==> src/design/zxssg_pkg.sv <==
package zxssg_pkg;

   localparam int unsigned ScreenBytes   = 6912;
   localparam int unsigned AddrWidth     = 13;
   localparam int unsigned CsrAddrWidth  = 3;

   localparam logic [7:0]  TopRows       = 8'd24;
   localparam logic [7:0]  ScreenEndRow  = 8'd216;
   localparam logic [7:0]  LastRow       = 8'd239;
   localparam logic [3:0]  LastChunk     = 4'd9;
   localparam logic [3:0]  LastWord      = 4'd15;
   localparam logic [15:0] PeriodReset   = 16'd960;
   localparam logic        CsrIdxPeriod  = 1'b0;

   typedef enum logic [1:0] {
      MODE_TICK   = 2'd0,
      MODE_WRITE  = 2'd1,
      MODE_BORDER = 2'd2
   } mode_type;

   typedef enum logic [1:0] {
      JOB_BUSY   = 2'd0,
      JOB_BORDER = 2'd1,
      JOB_SCREEN = 2'd2
   } job_kind_type;

   typedef struct packed {
      logic [1:0]           mode;
      logic                 link_busy;
      logic [AddrWidth-1:0] address;
      logic [7:0]           data;
   } req_payload_type;

   typedef struct packed {
      logic [31:0] pixel_pair;
      logic        pixels_valid;
      logic        frame_irq;
      logic        last;
   } rsp_payload_type;

   typedef struct packed {
      job_kind_type         kind;
      logic                 irq;
      logic [15:0]          border_color;
      logic                 blink;
      logic [AddrWidth-3:0] pix_base;
      logic [AddrWidth-3:0] att_base;
   } job_type;

   typedef struct packed {
      logic                 en;
      logic [AddrWidth-1:0] pix_addr;
      logic [AddrWidth-1:0] att_addr;
   } mem_read_type;

   typedef struct packed {
      logic [7:0] pix;
      logic [7:0] att;
   } mem_data_type;

   function automatic logic [15:0] palette_color(input logic [3:0] idx);
      logic [15:0] color;
      case (idx)
         4'd0:    color = 16'h0000;
         4'd1:    color = 16'h7800;
         4'd2:    color = 16'h03E0;
         4'd3:    color = 16'h7BE0;
         4'd4:    color = 16'h000F;
         4'd5:    color = 16'h780F;
         4'd6:    color = 16'h03EF;
         4'd7:    color = 16'h7BEF;
         4'd8:    color = 16'h0000;
         4'd9:    color = 16'hF800;
         4'd10:   color = 16'h07E0;
         4'd11:   color = 16'hFFE0;
         4'd12:   color = 16'h001F;
         4'd13:   color = 16'hF81F;
         4'd14:   color = 16'h07FF;
         4'd15:   color = 16'hFFFF;
         default: color = 16'h0000;
      endcase
      return color;
   endfunction

endpackage

==> src/design/zxssg_word_engine.sv <==
module zxssg_word_engine (
   input  logic                      clock,
   input  logic                      reset,
   input  logic                      job_valid,
   input  zxssg_pkg::job_type        job,
   output logic                      job_ready,
   output zxssg_pkg::mem_read_type   rd,
   input  zxssg_pkg::mem_data_type   rd_data,
   output logic                      rsp_valid,
   input  logic                      rsp_stall,
   output zxssg_pkg::rsp_payload_type rsp_payload
);
   import zxssg_pkg::*;

   logic            active_ff;
   logic            active_in;
   logic [3:0]      word_ff;
   logic [3:0]      word_in;
   job_type         job_ff;
   job_type         job_in;
   logic            rsp_valid_ff;
   logic            rsp_valid_in;
   rsp_payload_type rsp_ff;
   rsp_payload_type rsp_in;

   logic            adv;
   logic            last_word;
   logic            done;
   logic [1:0]      pair_idx;
   logic [2:0]      bit0_sel;
   logic [2:0]      bit1_sel;
   logic [15:0]     ink;
   logic [15:0]     paper;
   logic [15:0]     ink_sw;
   logic [15:0]     paper_sw;
   logic [15:0]     first_px;
   logic [15:0]     second_px;
   rsp_payload_type beat;

   assign adv       = active_ff && (!rsp_valid_ff || !rsp_stall);
   assign last_word = (job_ff.kind == JOB_BUSY) || (word_ff == LastWord);
   assign done      = adv && last_word;
   assign job_ready = !active_ff || done;

   // screen pixel decode for the current word
   assign pair_idx = word_ff[1:0];
   assign bit0_sel = 3'd7 - {pair_idx, 1'b0};
   assign bit1_sel = 3'd6 - {pair_idx, 1'b0};
   assign ink      = palette_color({rd_data.att[6], rd_data.att[2:0]});
   assign paper    = palette_color({rd_data.att[6], rd_data.att[5:3]});

   always_comb begin
      ink_sw   = ink;
      paper_sw = paper;
      if (rd_data.att[7] && job_ff.blink) begin
         ink_sw   = paper;
         paper_sw = ink;
      end
   end

   assign first_px  = rd_data.pix[bit0_sel] ? ink_sw : paper_sw;
   assign second_px = rd_data.pix[bit1_sel] ? ink_sw : paper_sw;

   always_comb begin
      beat.pixels_valid = 1'b1;
      beat.frame_irq    = job_ff.irq && (word_ff == 4'd0);
      beat.last         = last_word;
      case (job_ff.kind)
         JOB_BUSY: begin
            beat.pixel_pair   = 32'd0;
            beat.pixels_valid = 1'b0;
         end
         JOB_BORDER: begin
            beat.pixel_pair = {job_ff.border_color, job_ff.border_color};
         end
         JOB_SCREEN: begin
            beat.pixel_pair = {second_px, first_px};
         end
         default: begin
            beat.pixel_pair = 32'd0;
         end
      endcase
   end

   // fetch the byte pair for each group of four words
   always_comb begin
      rd.en       = 1'b0;
      rd.pix_addr = {job.pix_base, 2'd0};
      rd.att_addr = {job.att_base, 2'd0};
      if (job_valid && (job.kind == JOB_SCREEN)) begin
         rd.en = 1'b1;
      end else if (adv && (job_ff.kind == JOB_SCREEN) && (word_ff[1:0] == 2'd3) &&
                   (word_ff[3:2] != 2'd3)) begin
         rd.en       = 1'b1;
         rd.pix_addr = {job_ff.pix_base, word_ff[3:2] + 2'd1};
         rd.att_addr = {job_ff.att_base, word_ff[3:2] + 2'd1};
      end
   end

   always_comb begin
      active_in    = active_ff;
      word_in      = word_ff;
      job_in       = job_ff;
      rsp_valid_in = rsp_valid_ff;
      rsp_in       = rsp_ff;
      if (job_valid) begin
         active_in = 1'b1;
         word_in   = 4'd0;
         job_in    = job;
      end else if (done) begin
         active_in = 1'b0;
      end else if (adv) begin
         word_in = word_ff + 4'd1;
      end
      if (adv) begin
         rsp_valid_in = 1'b1;
         rsp_in       = beat;
      end else if (!rsp_stall) begin
         rsp_valid_in = 1'b0;
      end
   end

   always_ff @(posedge clock) begin
      if (reset) begin
         active_ff    <= 1'b0;
         rsp_valid_ff <= 1'b0;
      end else begin
         active_ff    <= active_in;
         rsp_valid_ff <= rsp_valid_in;
      end
      word_ff <= word_in;
      job_ff  <= job_in;
      rsp_ff  <= rsp_in;
   end

   assign rsp_valid   = rsp_valid_ff;
   assign rsp_payload = rsp_ff;

endmodule

==> config.mk <==
export PLATFORM = sky130hd
export DESIGN_NAME = zxssg_word_engine
export DESIGN_NICKNAME = d
export VERILOG_FILES = /design/src/design/zxssg_pkg.sv /design/src/design/zxssg_word_engine.sv
export SDC_FILE = /design/constraint.sdc
export NUM_CORES = 1
export LEC_CHECK = 0
export BUFFER_PORTS_ARGS = -buffer_cell sky130_fd_sc_hd__buf_4
export CAP_MARGIN = 0
export CORE_ASPECT_RATIO = 1.75
export CORE_UTILIZATION = 39
export DETAILED_ROUTE_END_ITERATION = 8
export MAX_ROUTING_LAYER = met4
export PLACE_DENSITY_LB_ADDON = 0.2
export SLEW_MARGIN = 20
export SYNTH_ARGS = -nofsm -noshare
export SYNTH_HDL_FRONTEND = slang
export SYNTH_SLANG_ARGS = --single-unit
export TNS_END_PERCENT = 100
==> constraint.sdc <==
create_clock -name clock -period 2.5 [get_ports clock]
set_clock_uncertainty 0.1 [all_clocks]
set_input_delay 0.25 -clock clock [delete_from_list [all_inputs] [get_ports clock]]
set_output_delay 0.25 -clock clock [all_outputs]
set_load 0.005 [all_outputs]
==> metrics.cfg <==
[timing]
final_hold_viol_count=0
totalNegativeSetupSlack_ns=0
finalWorstPathRequiredPeriod_ns=2.330
rsz_0062_raised_after_global_routing=false
timing.slew.headroom_pct=55.65
final-setup-viol-count=0
finalMaxSlewViolations=0
timing.final.crit_share_pct=93.19
worst_slew_pin_slew_ns=0.6652
fmax_mhz=429.2

[global_routing]
vias_in_the_first_global_route=2443
grt-ovfl-total=0
grt_pass1_wl_um=11120
grt_antenna_before_repair=0
maximum_number_of_pins_on_one_net_before_global_route_repair=48
gr-usage-all-layers_pct=16.84

[setup_path]
criticalPathCategory=reg -> out
slowest_delay_ns=0.40
critical_path.startpoint_type=register
critPathArrivalTime_ns=1.98
cell_family_with_the_largest_share_of_critical_path_delay=buffers and inverters
crit_fanout=24
critical_path.slowest_cell=edfxtp_1
crit_path_cell_chain=inv_2 -> ha_4 -> nand4b_1 -> nand2b_1 -> buf_6 -> mux2_1 -> buf_4
critPathRequiredTime_ns=2.15
cp_num_buf_inv=3
worstSetupEndpointType=output port

[synth]
postSynthRegisterBits=83
post_synthesis_compound_gate_area_fraction_pct=2.032
synth.yosys.seq_area_share_pct=69.30
synth.lib_cells_used.distinct=29
netlist_instances=229
synthAdderAreaFrac_pct=2.496
synth_fp_nets=298
synth.area.top_cells=edfxtp_1, nand2_1, mux2_1
number_of_enable_type_register_cells_in_the_synthesized_netlist=77
dominant_combinational_cell_family_by_area_after_synthesis=multiplexers
synthesis.area_per_instance_sq_um=15.33
synth_largest_area_cell=edfxtp_1
synth.mux.area_fraction_pct=12.83
post_synth_xor_area_fraction_pct=2.068
synth_flop_cell=edfxtp_1
synth_top_cell_area_share_pct=65.88
async_flop_share_pct=0
synthSimpleGateAreaFrac_pct=8.770
syn_area_sq_um=3510
yosys_warnings=0

[floorplanning]
die_width_um=73.71
initial_core_util_pct=40.22
ios=126
core-area_sq_um=8727
floorplan.die.height_um=127.5
fp-row-count=45
die_outline_area_sq_um=9397

[final_layout]
instances_no_fill=525
multi_input_comb_area_sq_um=1010
fin_area_sq_um=5324
layout.cells.most_common_list=buf_4, edfxtp_1, nand2_1
most_common_cell_after_layout_fill_and_taps_aside=buf_4
share_of_layout_cells_above_drive_strength_1_pct=39.46
nNetsFinal=472
num_antenna_cells=0
register_area_sq_um=2435
syn2layout_area_growth_pct=51.69
number_of_inserted_filler_cells_in_the_final_layout=690

[routing]
wl_um=7284
via_count=2393
route.antenna.remaining_nets=0
post_drt_wl_per_cell_um=13.87
vias_per_cell=4.558
drt-pass1-iter-count=4
drt_first_iter_violations=122
drc_errors=0

[placed_design]
port-buffer-count=125
dpl_cell_area_sq_um=4574
dp_hpwl_um=5046
place.detailed.instances=467
place_congestion=0.7749

[clocking]
clk_pin_slew_worst_paths_ns=0.06
tritoncts=done
clock_buffer_count_from_cts=9
worstSkewPairLatency_ns=0.33
clock_root_buffer=clkbuf_16
numClockSinks=83
htree_levels=3
cts-root-to-sink-buffers=2

[power]
power-per-cell-area_nw_per_um2=655.4
vdd_drop_max_uv=436.7
power.static_leakage_nw=2.368

[worst_hold_path]
hold_path_class=in -> reg

[outcome]
result_of_the_run=complete, no violations

[run]
cap_viol_max_count=0

flip-flops by register name (all words and copies together), names as in the netlist:
register and flops:
rsp_valid 1, job_ff 42, rsp_payload 35, active_ff 1
word_ff 4
routing by layer:
metal / global-route usage, % / wire [um] / up-vias
met4: 8.258 / 163 / 0
met1: 16.55 / 2657 / 1110
li1: - / - / 1177
met5: - / 0 / -
met3: 3.943 / 420 / 10
met2: 30.06 / 4042 / 96
Yosys cell counts, types with 2 or more instances:
library cell,number
mux2_1,14
edfxtp_1,77
buf_6,2
ha_1,7
and3_1,7
mux2i_2,2
and2_1,2
nand3_1,4
mux4_2,2
clkbuf_1,2
xor2_4,2
inv_1,10
buf_4,2
o21ai_0,2
mux2i_1,10
a21oi_1,4
dfxtp_1,6
xnor2_1,2
o21ai_1,6
nand2_1,45
mux2_4,8
nor2_1,6
path summary, 6_finish.rpt:
path	end	slack, ns	depth (start not counted)	from
worst max-delay path	rd[4]	0.17	7	job_ff[40]
worst min register to register	rsp_valid	0.39	2	active_ff
worst min-delay path	job_ff[23]	0.01	1	job[23]
worst max register to register	rsp_payload[16]	0.28	4	word_ff[0]
cell families (layout without fill, tap and decap cells):
logic type,Yosys count,count (layout)
AO/OA/AOI/OAI,13,13
buffers and inverters,17,196
AND/OR/NAND/NOR,69,69
multiplexers,36,36
flip-flops,83,83
XOR/XNOR,4,4
adder cells (fa/ha/maj),7,7
metrics by stage:
step	setup WS, ns	hold slack, ns	total power, mW	utilization [%]
global placement	0.2166	0.3153	2.094	52.42
global route	0.03594	0.001365	3.618	61.00
detailed placement	0.1814	0.3245	2.103	52.42
floorplan	0.1254	0.2191	1.871	-
finish	0.1702	0.009767	3.489	61.00
CTS	0.02980	0.002192	3.517	60.82
power breakdown:
group          internal, mW  switching [mW]
sequential             1.64          0.0351
clock                 0.871           0.491
combinational         0.257           0.191
layout make-up:
cell class                 count  area share [%]
clock buffer                  11           4.371
clock inverter                 5           1.457
inverter                      10          0.7051
multi-input combinational    129           18.97
sequential                    83           45.73
tap                          117           2.750
timing repair buffer         170           26.02
timing repair:
action,in CTS,in global routing
buffers inserted,0,0
hold buffers,42,0
endpoints found under the hold margin,43,0
gates resized for setup,1,5
setup endpoints to repair,12,22
Note: power is estimated with default switching activity, not from simulation.
